**src/rtl/ccm_pkg.sv**
```systemverilog
`timescale 1ns / 1ps
// Shared types and constants for the contour cross moment matcher.
// Used by the controller, the datapath and the top level; no dependencies.
package ccm_pkg;

    localparam int CoordW   = 16;
    localparam int RelW     = CoordW + 1;
    localparam int WeightW  = 16;
    localparam int LenW     = 24;
    localparam int DivW     = LenW + 3;
    localparam int SumW     = 64;
    localparam int MomW     = 31;
    localparam int TermW    = 32;
    localparam int CloseW   = 64;
    localparam int StepW    = 6;
    localparam int MomCount = 4;
    localparam int IdxW     = 2;

    typedef struct packed {
        logic            capture;
        logic            seed;
        logic            rel;
        logic            mul;
        logic            sum;
        logic            wmul;
        logic            acc;
        logic            adv;
        logic            div_load;
        logic            div_step;
        logic            div_store;
        logic            fin;
        logic            sq_s;
        logic            sq_c;
        logic            out_load;
        logic [IdxW-1:0] k;
    } cmd_t;

    typedef struct packed {
        logic last;
    } sts_t;

endpackage

```
**src/rtl/ccm_ctrl.sv**
```systemverilog
`timescale 1ns / 1ps
// Sequencer for the contour cross moment matcher: issues per-point moment
// steps, the shared divider passes and the result load. Depends on ccm_pkg.
module ccm_ctrl (
    input  logic          aclk,
    input  logic          aresetn,
    input  logic          s_valid,
    output logic          s_ready,
    output logic          m_valid,
    input  logic          m_ready,
    input  ccm_pkg::sts_t sts,
    output ccm_pkg::cmd_t cmd
);

    typedef enum logic [12:0] {
        ST_IDLE   = 13'b0000000000001,
        ST_PREP   = 13'b0000000000010,
        ST_MUL    = 13'b0000000000100,
        ST_SUM    = 13'b0000000001000,
        ST_WMUL   = 13'b0000000010000,
        ST_ACC    = 13'b0000000100000,
        ST_DLOAD  = 13'b0000001000000,
        ST_DSTEP  = 13'b0000010000000,
        ST_DSTORE = 13'b0000100000000,
        ST_FIN    = 13'b0001000000000,
        ST_SQS    = 13'b0010000000000,
        ST_SQC    = 13'b0100000000000,
        ST_OUT    = 13'b1000000000000
    } state_t;

    state_t                       state_reg, state_next;
    logic [ccm_pkg::IdxW-1:0]     k_reg, k_next;
    logic [ccm_pkg::StepW-1:0]    step_reg, step_next;
    logic                         first_reg, first_next;
    logic                         valid_reg, valid_next;
    logic                         out_free;

    assign s_ready  = (state_reg == ST_IDLE);
    assign m_valid  = valid_reg;
    assign out_free = !valid_reg || m_ready;

    always_comb begin
        state_next = state_reg;
        k_next     = k_reg;
        step_next  = step_reg;
        first_next = first_reg;
        valid_next = valid_reg && !m_ready;
        cmd        = '0;
        cmd.k      = k_reg;
        unique case (state_reg)
            ST_IDLE: begin
                if (s_valid) begin
                    cmd.capture = 1'b1;
                    state_next  = ST_PREP;
                end
            end
            ST_PREP: begin
                k_next = '0;
                if (first_reg) begin
                    cmd.seed   = 1'b1;
                    first_next = 1'b0;
                    state_next = sts.last ? ST_DLOAD : ST_IDLE;
                end else begin
                    cmd.rel    = 1'b1;
                    state_next = ST_MUL;
                end
            end
            ST_MUL: begin
                cmd.mul    = 1'b1;
                state_next = ST_SUM;
            end
            ST_SUM: begin
                cmd.sum    = 1'b1;
                state_next = ST_WMUL;
            end
            ST_WMUL: begin
                cmd.wmul   = 1'b1;
                state_next = ST_ACC;
            end
            ST_ACC: begin
                cmd.acc = 1'b1;
                k_next  = k_reg + 1'b1;
                if (k_reg == ccm_pkg::IdxW'(ccm_pkg::MomCount - 1)) begin
                    cmd.adv    = 1'b1;
                    state_next = sts.last ? ST_DLOAD : ST_IDLE;
                end else begin
                    state_next = ST_MUL;
                end
            end
            ST_DLOAD: begin
                cmd.div_load = 1'b1;
                step_next    = '0;
                state_next   = ST_DSTEP;
            end
            ST_DSTEP: begin
                cmd.div_step = 1'b1;
                step_next    = step_reg + 1'b1;
                if (step_reg == '1) begin
                    state_next = ST_DSTORE;
                end
            end
            ST_DSTORE: begin
                cmd.div_store = 1'b1;
                k_next        = k_reg + 1'b1;
                if (k_reg == ccm_pkg::IdxW'(ccm_pkg::MomCount - 1)) begin
                    state_next = ST_FIN;
                end else begin
                    state_next = ST_DLOAD;
                end
            end
            ST_FIN: begin
                cmd.fin    = 1'b1;
                state_next = ST_SQS;
            end
            ST_SQS: begin
                cmd.sq_s   = 1'b1;
                state_next = ST_SQC;
            end
            ST_SQC: begin
                cmd.sq_c   = 1'b1;
                state_next = ST_OUT;
            end
            ST_OUT: begin
                if (out_free) begin
                    cmd.out_load = 1'b1;
                    valid_next   = 1'b1;
                    first_next   = 1'b1;
                    state_next   = ST_IDLE;
                end
            end
            default: begin
                state_next = ST_IDLE;
            end
        endcase
    end

    always_ff @(posedge aclk) begin
        if (!aresetn) begin
            state_reg <= ST_IDLE;
            k_reg     <= '0;
            step_reg  <= '0;
            first_reg <= 1'b1;
            valid_reg <= 1'b0;
        end else begin
            state_reg <= state_next;
            k_reg     <= k_next;
            step_reg  <= step_next;
            first_reg <= first_next;
            valid_reg <= valid_next;
        end
    end

endmodule

```
**config.mk**
```make
export PLATFORM = sky130hd
export DESIGN_NAME = ccm_ctrl
export DESIGN_NICKNAME = d
export VERILOG_FILES = /design/src/rtl/ccm_pkg.sv /design/src/rtl/ccm_ctrl.sv
export SDC_FILE = /design/constraint.sdc
export NUM_CORES = 1
export LEC_CHECK = 0
export ABC_AREA = 0
export BUFFER_PORTS_ARGS = -buffer_cell sky130_fd_sc_hd__buf_2
export CORE_ASPECT_RATIO = 0.8
export CORE_MARGIN = 2
export CORE_UTILIZATION = 49
export CTS_CLUSTER_SIZE = 24
export DETAILED_ROUTE_END_ITERATION = 10
export GPL_TIMING_DRIVEN = 0
export PLACE_DENSITY = 0.74
export SYNTH_ARGS = -nofsm -noshare
export SYNTH_HDL_FRONTEND = slang
export SYNTH_SLANG_ARGS = --single-unit
export TNS_END_PERCENT = 20
```
**constraint.sdc**
```tcl
create_clock -name aclk -period 2.2 [get_ports aclk]
set_input_delay 0.44 -clock aclk [delete_from_list [all_inputs] [get_ports aclk]]
set_output_delay 0.44 -clock aclk [all_outputs]
set_load 0.05 [all_outputs]
```
Word level (Yosys, flattened, before mapping):

Index checks and enable logic that the tools add are counted.
W data, S select, Z words.

* bits in registers: 23
* bits in latches: 0
* memory bits (writable): 0
* bits in read-only memories: 0
* bits of input ports: 5
* output and inout port bits: 19
* word-level logic and storage cells: 67
* memories: 0

* $add $sub $neg: 2
* $mul: 0
* div/mod/pow operators: 0
* magnitude comparators: 0
* equal/unequal tests: 18
* shift-type cells: 0
* mux-type cells: 32
* bitwise gates (word level): 0
* reductions and logical operators: 10

Operators by type and width (count)
* $pmux W13 S13: 1
* $mux W13: 3
* $mux W7: 3
* $mux W1: 19
* $eq A13 B1 Y1 const B: 1
* $eq A13 B10 Y1 const B: 1
* $eq A13 B11 Y1 const B: 1
* $eq A13 B12 Y1 const B: 1
* $eq A13 B13 Y1 const B: 1
* $eq A13 B2 Y1 const B: 1
* $eq A13 B3 Y1 const B: 1
* $eq A13 B4 Y1 const B: 1
* $eq A13 B5 Y1 const B: 1
* $eq A13 B6 Y1 const B: 1
* $eq A13 B7 Y1 const B: 1
* $eq A13 B8 Y1 const B: 1
* $eq A13 B9 Y1 const B: 1
* $pmux W6 S2: 1
* $mux W10: 1
* $add A6 B1 Y6 const B: 1
* $eq A6 B6 Y1 const B: 1
* $ne A2 B2 Y1 const B: 3
* $reduce_bool A2 Y1: 3
* $mux W2: 2
* 10 further kinds: 11

Longest topological paths before layout:

Gate-level depths: netlist (run 1).

* word-level depth: 4
* gate-level depth with buffers: 8
* gate-level depth less buffers: 6

Least setup slack after synthesis (run 1):

Ideal clock, no wire load.

* path type: reg2out
* start: register state_reg[6]
* end: output cmd[3] (netlist name)
* arrival: 2.965 ns
* data required time: 1.760 ns
* setup slack: -1.205 ns
* cell stages (with the launch flop): 5
* path buffers: 1
* path through: dfxtp_1 or4_1 clkbuf_1 or4_1 nor4_1

RTL lines
* start: declaration: line ccm_ctrl.sv:31 `state_t state_reg, state_next;`
* start signal: assignment: line ccm_ctrl.sv:145 `state_reg <= state_next;`
* end: declaration: line ccm_ctrl.sv:12 `output ccm_pkg::cmd_t cmd`

==> results of run 1 <==
-- stage by stage --
step                power [mW]  instances  TNS (ps)
global route            0.9500        233     -5565
global placement        0.6367        218     -3331
floorplan               0.5985        159     -2211
CTS                     0.8598        227     -5129
finish                  0.9110        233     -4595
detailed placement      0.6382        218     -4078
-- routing by layer --
layer | track usage (%) | vias up
met3 | 4.897 | 10
met2 | 37.37 | 57
met5 | 0 | -
met1 | 36.66 | 657
li1 | - | 666
met4 | 8.511 | 0
-- layout make-up --
cell class	count	share of cell area, %
multi-input combinational	119	49.84
sequential	23	25.11
timing repair buffer	40	18.32
tap	36	2.330
inverter	8	1.812
clock buffer	4	1.359
buffer	3	1.230
-- kinds of logic (layout without fill, tap and decap cells) --
| logic type | after synthesis | count (layout) |
|---|---|---|
| AND/OR/NAND/NOR | 88 | 88 |
| multiplexers | 1 | 1 |
| flip-flops | 23 | 23 |
| XOR/XNOR | 3 | 3 |
| buffers and inverters | 17 | 55 |
| AO/OA/AOI/OAI | 25 | 25 |
| adder cells (fa/ha/maj) | 2 | 2 |
-- critical path, cell delays in order, from the launching register on --
cell	delay [ps]
dfxtp_4	360
or4_4	570
or4_4	490
nor4_4	230
buf_6	210
-- power groups by stage --
stage | sequential (mW) | combinational (mW) | clock, mW
floorplan | 0.448 | 0.151 | 0
global placement | 0.450 | 0.186 | 0
detailed placement | 0.451 | 0.187 | 0
CTS | 0.442 | 0.215 | 0.203
global route | 0.441 | 0.285 | 0.225
finish | 0.440 | 0.266 | 0.205
-- placed cells by master (no fill, tap or decap), types with 2 or more instances in the layout --
cell      instances
nor2_1           20
buf_6            17
buf_4            15
dfxtp_1          13
nor4_4            7
inv_1             7
and3_1            7
a21oi_1           7
buf_2             7
or4_4             6
o21ai_0           5
nand2_1           5
dfxtp_4           5
dfxtp_2           5
or4b_4            4
nand3_1           4
and2_1            4
nor3_4            3
and4b_1           3
nor2_2            3
nor3_1            3
clkbuf_4          3
buf_8             2
nand2b_1          2
nor4b_1           2
nor3b_1           2
clkbuf_1          2
xor2_1            2
o211ai_1          2
ha_1              2
-- timing repair --
action                                  CTS  global route
hold buffers                              0             0
endpoints found under the setup margin   28            22
pin swaps                                 5            10
resized for setup                        61            18
setup buffers                             8             9
-- worst paths after layout --
| check | endpoint | start | cells past startpoint |
|---|---|---|---|
| hold reg to reg | k_reg[1] | k_reg[1] | 2 |
| setup / recovery | cmd[3] | state_reg[6] | 4 |
| setup reg to reg | step_reg[5] | state_reg[6] | 7 |
| hold / removal | step_reg[4] | aresetn | 2 |
==> results.json, run 1 <==
{
  "synth.top_cells.by_count": "dfxtp_1, nor2_1, a21oi_1, and3_1, inv_1",
  "area_growth_pct": 47.99,
  "routed.top_layer": "met4",
  "dpl_cell_area_um2": 1560,
  "fp.dieH_um": 50.18,
  "rrSetupSlack_ps": 20,
  "fin_skew_ps": 4.967,
  "fin_area_um2": 1933,
  "clock_path_buffers": 2,
  "rsz0062_at_grt": "true",
  "setup_viol_count_final": 16,
  "post-dp-hpwl_mm": 2.396,
  "worstPathRequired_ps": 1760,
  "synth_top_cell_area_share_pct": 35.25,
  "fin_ws_ps": -420.5,
  "numClockSinks": 23,
  "multiInputGateArea_um2": 963.4,
  "clkLatencyLatePin_ps": 320,
  "post-route-min-period_ps": 2620,
  "finalWeightedCongestion": 0.8169,
  "swShare_pct": 33.23,
  "synth_xor_area_share_pct": 2.011,
  "synth_mux_area_share_pct": 0.8621,
  "num_antenna_cells": 0,
  "violations": "negative setup slack",
  "wl_met1_mm": 1.734,
  "io_buffer_count": 23,
  "wire_per_inst_um": 16.69,
  "pin_count": 24,
  "cts.clk_slew.worst_paths_ps": 130,
  "htreeDepth": 1,
  "yosysUniqueCellTypes": 48,
  "synth.avg_cell_area_um2": 8.215,
  "finalCritPeriodShare_pct": 119.1,
  "grt_pass1_wl_mm": 5.885,
  "critPathArrivalTime_ps": 2180,
  "leakage_nw": 0.7551,
  "post-place-ws_ps": -343.1,
  "pwr-share-seq_pct": 48.3,
  "route.met3.wl_um": 226,
  "numCtsBuffers": 3,
  "final_layout_size_suffix_gt1_share_pct": 44.16,
  "synth-simple-area-share_pct": 41.38,
  "hold_viol_final": 0,
  "relSlewSlack_pct": 44.98,
  "pwr-share-comb_pct": 29.2,
  "wl_mm": 3.889,
  "worstSetupPathType": "flip-flop to output pin",
  "drv_cap": 0,
  "viasPerCell": 5.966,
  "worst_pin_slew_ps": 813.9,
  "vias": 1390,
  "gr-usage-all-layers_pct": 25.33,
  "drt_first_iter_violations": 122,
  "synth_seq_cells": 23,
  "yosys_warnings": 0,
  "worstSetupEndpointType": "output pin",
  "ant_nets": 0,
  "cts-root-buf": "clkbuf_4",
  "cts_tree": "done",
  "grt_max_degree": 13,
  "core_area_um2": 2482,
  "initial_utilization_pct": 52.62,
  "p_clk_share_pct": 22.5,
  "synth-compound-area-share_pct": 12.84,
  "grt-ovfl-total": 0,
  "synthTopCellsByArea": "dfxtp_1, nor2_1, and3_1, nor4_2, or4_1",
  "syn_area_um2": 1306,
  "ys_seq_area_share_pct": 35.25,
  "synthAdderAreaFrac_pct": 1.916,
  "synth_top_family_by_area": "simple AND/OR/NAND/NOR gates",
  "dr_wl_met2_mm": 1.858,
  "largest_reg_flops": 13,
  "hold_slack_ps": 394.5,
  "synth_area_leader_cell": "dfxtp_1",
  "dr.pass1.iters": 4,
  "seqCellArea_um2": 485.5,
  "die_area_um2": 3097,
  "grt_pass1_vias": 1276,
  "intPower_mw": 0.6082,
  "holdCritPathClass": "primary input to flip-flop",
  "fp-row-count": 16,
  "fmax_mhz": 381.6,
  "switchingPower_mw": 0.3027,
  "synth_nets": 166,
  "antenna_found_initial": 0,
  "ir_worst_vdd_uv": 365.1,
  "start_kind": "flip-flop",
  "powerDensity_nw_per_um2": 471.2,
  "synthArstFlopShare_pct": 0,
  "nFillCells": 175,
  "die_w_um": 61.73,
  "drcViolationCount": 0,
  "synth_edf_count": 0,
  "fin_nets": 205,
  "synthFlopType": "dfxtp_1",
  "crit_fanout": 6,
  "slew_viol_final": 0,
  "status": "finished with violations",
  "fin_util_pct": 77.87,
  "syn_inst": 159
}
Power figures use the tool's default switching activity.
==> run 2: changes to the inputs <==
Settings changed: CORE_UTILIZATION 49 to 51, CTS_BUF_LIST set to sky130_fd_sc_hd__clkbuf_2, PLACE_DENSITY 0.74 to 0.77, RECOVER_POWER set to 50.
==> results.json, run 2 (same netlist as run 1, synthesis figures left out) <==
{
  "fin_nets": 204,
  "clkLatencyLatePin_ps": 370,
  "worst-path-stages": 6,
  "crit_family": "simple AND/OR/NAND/NOR gates",
  "worst_path_largest_cell_delay_ps": 650,
  "grt-ovfl-total": 0,
  "grt_pass1_wl_mm": 6.078,
  "core_area_um2": 2442,
  "leakage_nw": 0.7373,
  "stdcell_count": 232,
  "final_cell_mix": "buf_6, nor2_1, dfxtp_1",
  "crit_buf_inv": 4,
  "wire_per_inst_um": 15.79,
  "area_growth_pct": 44.64,
  "post-route-min-period_ps": 2808,
  "finalPower_mw": 0.8508,
  "initial_utilization_pct": 53.48,
  "fin_ws_ps": -608.2,
  "violations": "negative setup slack",
  "clock_path_buffers": 2,
  "powerDensity_nw_per_um2": 450.3,
  "cts.clk_slew.worst_paths_ps": 240,
  "worstSetupPathType": "flip-flop to output pin",
  "finalCritPeriodShare_pct": 127.6,
  "antenna_found_initial": 0,
  "cts_tree": "done",
  "r2r_cells": 7,
  "ant_nets": 0,
  "relSlewSlack_pct": 50.07,
  "drcViolationCount": 0,
  "post-dp-hpwl_mm": 2.415,
  "holdCritPathClass": "primary input to flip-flop",
  "crit_fanout": 8,
  "crit_slowest_cell": "or4b_2",
  "hold_viol_final": 0,
  "fmax_mhz": 356.1,
  "drt_first_iter_violations": 68,
  "vias": 1359,
  "finalWeightedCongestion": 0.8909,
  "cts-root-buf": "clkbuf_2",
  "io_buffer_count": 23,
  "grt_pass1_vias": 1237,
  "worstSetupEndpointType": "output pin",
  "gr-usage-all-layers_pct": 26.84,
  "drv_cap": 0,
  "num_antenna_cells": 0,
  "numClockSinks": 23,
  "nFillCells": 191,
  "dr.pass1.iters": 4,
  "pin_count": 24,
  "setup_viol_count_final": 20,
  "layout_commonest_cell": "buf_6",
  "multiInputGateArea_um2": 928.4,
  "worst_pin_slew_ps": 738.5,
  "numCtsBuffers": 3,
  "hold_slack_ps": 362.4,
  "final_layout_size_suffix_gt1_share_pct": 41.84,
  "seqCellArea_um2": 480.5,
  "critPathArrivalTime_ps": 2370,
  "post-place-ws_ps": -402.2,
  "wl_mm": 3.663,
  "fin_skew_ps": 22.11,
  "htreeDepth": 1,
  "die_area_um2": 2984,
  "crit_path_cell_trace": "buf_4 -> or4b_2 -> or4_4 -> buf_6 -> clkinv_2 -> buf_8",
  "die_w_um": 60.58,
  "rsz0062_at_grt": "true",
  "largest_reg_flops": 13,
  "status": "finished with violations",
  "grt_max_degree": 14,
  "start_kind": "flip-flop",
  "viasPerCell": 5.858,
  "worstPathRequired_ps": 1760,
  "holdBufCountCts": 0,
  "ir_worst_vdd_uv": 314.7,
  "fp.dieH_um": 49.27,
  "slew_viol_final": 0,
  "fp-row-count": 16,
  "worstHoldPathCells": 2,
  "place_inst": 218
}
==> run 2: cell types whose count changed in the layout (fill, tap and decap cells not counted), sizes merged <==
cell / delta
buf: -5
clkbuf: +3
clkinv: +1
==> run 2: metrics by stage <==
stage	instance area, µm²	utilization [%]	TNS (ps)
detailed placement	1560	63.88	-4517
floorplan	1400	-	-2211
global route	1889	77.36	-8833
finish	1889	77.36	-6733
global placement	1560	63.88	-3593
CTS	1843	75.46	-6347
==> run 2: timing repair <==
action,4_1_cts,5_1_grt
pin swaps,10,3
buffers inserted,9,3
gates resized for setup,59,13
gates cloned,0,0
setup endpoints to repair,28,27
==> run 2: area by class of cell <==
class,count,share of cell area [%]
clock buffers,3,0.7947
repair buffers,35,17.02
inverters,8,1.656
plain buffers,7,3.311
well taps,36,2.384
flip-flops and latches,23,25.43
multi-input cells,119,49.14
clock inverters,1,0.2649
==> run 2: power breakdown <==
group,internal (mW),switching (mW)
clock,0.0412,0.140
sequential,0.424,0.0158
combinational,0.0916,0.138
==> run 2: worst paths after layout <==
check | from | to | slack [ps]
worst max-delay path | state_reg[5] | cmd[7] | -610
worst min-delay path | aresetn | step_reg[4] | 360
worst max register to register | state_reg[5] | step_reg[5] | -90
worst min register to register | step_reg[5] | step_reg[5] | 540
==> run 2: per-layer routing <==
| metal | vias to the layer above | track usage, % | wire, µm |
|---|---|---|---|
| li1 | 657 | - | - |
| met1 | 645 | 38.76 | 1656 |
| met2 | 51 | 39.78 | 1709 |
| met3 | 6 | 7.162 | 263 |
| met4 | 0 | 5.797 | 34 |
| met5 | - | 0 | 0 |
==> run 3: changes to the inputs <==
Settings changed: BUFFER_PORTS_ARGS -buffer_cell sky130_fd_sc_hd__buf_2 to not set, CORE_UTILIZATION 51 to 58, DONT_BUFFER_PORTS set to 1, PLACE_DENSITY 0.77 to 0.76.
==> results.json, run 3 (same netlist as run 1, synthesis figures left out) <==
{
  "status": "finished with violations",
  "violations": "negative setup slack",
  "post-route-min-period_ps": 2876,
  "grt-ovfl-total": 0,
  "wire_per_inst_um": 18.65,
  "fmax_mhz": 347.7,
  "holdCritPathClass": "primary input to flip-flop",
  "crit_fanout": 5,
  "cp_common_cell": "or4_4",
  "grt_max_degree": 13,
  "stdcell_count": 190,
  "relSlewSlack_pct": 38.76,
  "layout_commonest_cell": "nor2_1",
  "area_growth_pct": 25.00,
  "start_kind": "flip-flop",
  "routed.top_layer": "met4",
  "antenna_found_initial": 0,
  "critPathArrivalTime_ps": 2440,
  "core_area_um2": 2140,
  "finalCritPeriodShare_pct": 130.7,
  "worstSetupPathType": "flip-flop to output pin",
  "viasPerCell": 6.663,
  "finalPower_mw": 0.8434,
  "cts.clk_slew.worst_paths_ps": 210,
  "initial_utilization_pct": 61.05,
  "powerDensity_nw_per_um2": 516.6,
  "wl_met1_mm": 1.605,
  "pin_count": 24,
  "fin_skew_ps": 5.336,
  "vias": 1266,
  "crit_family": "simple AND/OR/NAND/NOR gates",
  "crit_path_cell_trace": "or4_4 -> or4_4 -> nor4_4",
  "holdBufCountCts": 0,
  "drt_first_iter_violations": 58,
  "drv_cap": 0,
  "clkLatencyLatePin_ps": 350,
  "cts_tree": "done",
  "nFillCells": 146,
  "post-dp-hpwl_mm": 2.336,
  "largest_reg_flops": 13,
  "final_layout_size_suffix_gt1_share_pct": 34.55,
  "gr-usage-all-layers_pct": 29.71,
  "worstSetupEndpointType": "output pin",
  "clock_path_buffers": 2,
  "leakage_nw": 0.5678,
  "worst_path_largest_cell_delay_ps": 620,
  "crit_buf_inv": 0,
  "grt_pass1_vias": 1167,
  "hold_viol_final": 0,
  "rsz0062_at_grt": "true",
  "fp-row-count": 15,
  "crit_slowest_cell": "nor4_4",
  "grt_pass1_wl_mm": 5.823,
  "worstPathRequired_ps": 1760,
  "route.met3.wl_um": 270,
  "numCtsBuffers": 3,
  "numClockSinks": 23,
  "ir_worst_vdd_uv": 532.6,
  "slew_viol_final": 0,
  "dr.pass1.iters": 4,
  "place_inst": 184,
  "num_antenna_cells": 0,
  "die_w_um": 57.06,
  "io_buffer_count": 0,
  "final_cell_mix": "nor2_1, dfxtp_1, a21oi_1",
  "finalWeightedCongestion": 0.9059,
  "drcViolationCount": 0,
  "worst_pin_slew_ps": 911.8,
  "fp.dieH_um": 46.45,
  "ant_nets": 0,
  "fin_ws_ps": -675.8,
  "dr_wl_met2_mm": 1.609,
  "cts-root-buf": "clkbuf_2",
  "htreeDepth": 1,
  "wl_mm": 3.544,
  "setup_viol_count_final": 28,
  "fin_nets": 173,
  "hold_slack_ps": 237.2,
  "fin_area_um2": 1633,
  "die_area_um2": 2650,
  "dpl_cell_area_um2": 1431
}
-- run 3: final cells by class --
class	instances	area [µm²]	share of cell area (%)
Sequential cell	23	474.2	29.04
Clock buffer	4	20.02	1.226
Tap cell	25	31.28	1.916
Multi-Input combinational cell	119	959.7	58.77
Inverter	8	45.04	2.759
Timing Repair Buffer	4	30.03	1.839
Buffer	7	72.57	4.444
-- run 3: metrics by stage --
step / utilization (%) / TNS, ps / setup WS, ps
after CTS: 73.86 / -10200 / -777.4
after floorplan: - / -2211 / -290.1
after detailed placement: 66.90 / -7877 / -506.4
final: 76.32 / -8915 / -675.8
after global routing: 76.32 / -11100 / -744.4
after global placement: 66.90 / -6581 / -427.6
-- run 3: worst paths after layout --
kind / start / endpoint / slack [ps] / depth (start not counted)
max: state_reg[5] / cmd[3] / -680 / 3
min reg2reg: step_reg[5] / step_reg[5] / 550 / 1
min: aresetn / step_reg[4] / 240 / 1
max reg2reg: state_reg[0] / k_reg[0] / -340 / 6
-- run 3: metal layers --
metal | up-vias | global-route usage (%)
met5 | - | 0
met4 | 0 | 11.16
met3 | 7 | 7.865
met2 | 51 | 46.90
met1 | 605 | 39.55
li1 | 603 | -
-- run 3: power by group --
part | switching, mW | internal, mW | leakage, nW | total, mW
Sequential | 0.0187 | 0.428 | 0.189 | 0.446
Clock | 0.133 | 0.0480 | 0.0166 | 0.181
Combinational | 0.139 | 0.0770 | 0.362 | 0.216
Total | 0.291 | 0.553 | 0.568 | 0.843
-- run 3: what timing repair did --
| action | in CTS | in global routing |
|---|---|---|
| gates resized for setup | 35 | 17 |
| gates cloned | 0 | 0 |
| setup buffers | 4 | 0 |
| hold endpoints to repair | 0 | 0 |
| pin swaps | 6 | 4 |
| endpoints found under the setup margin | 36 | 36 |
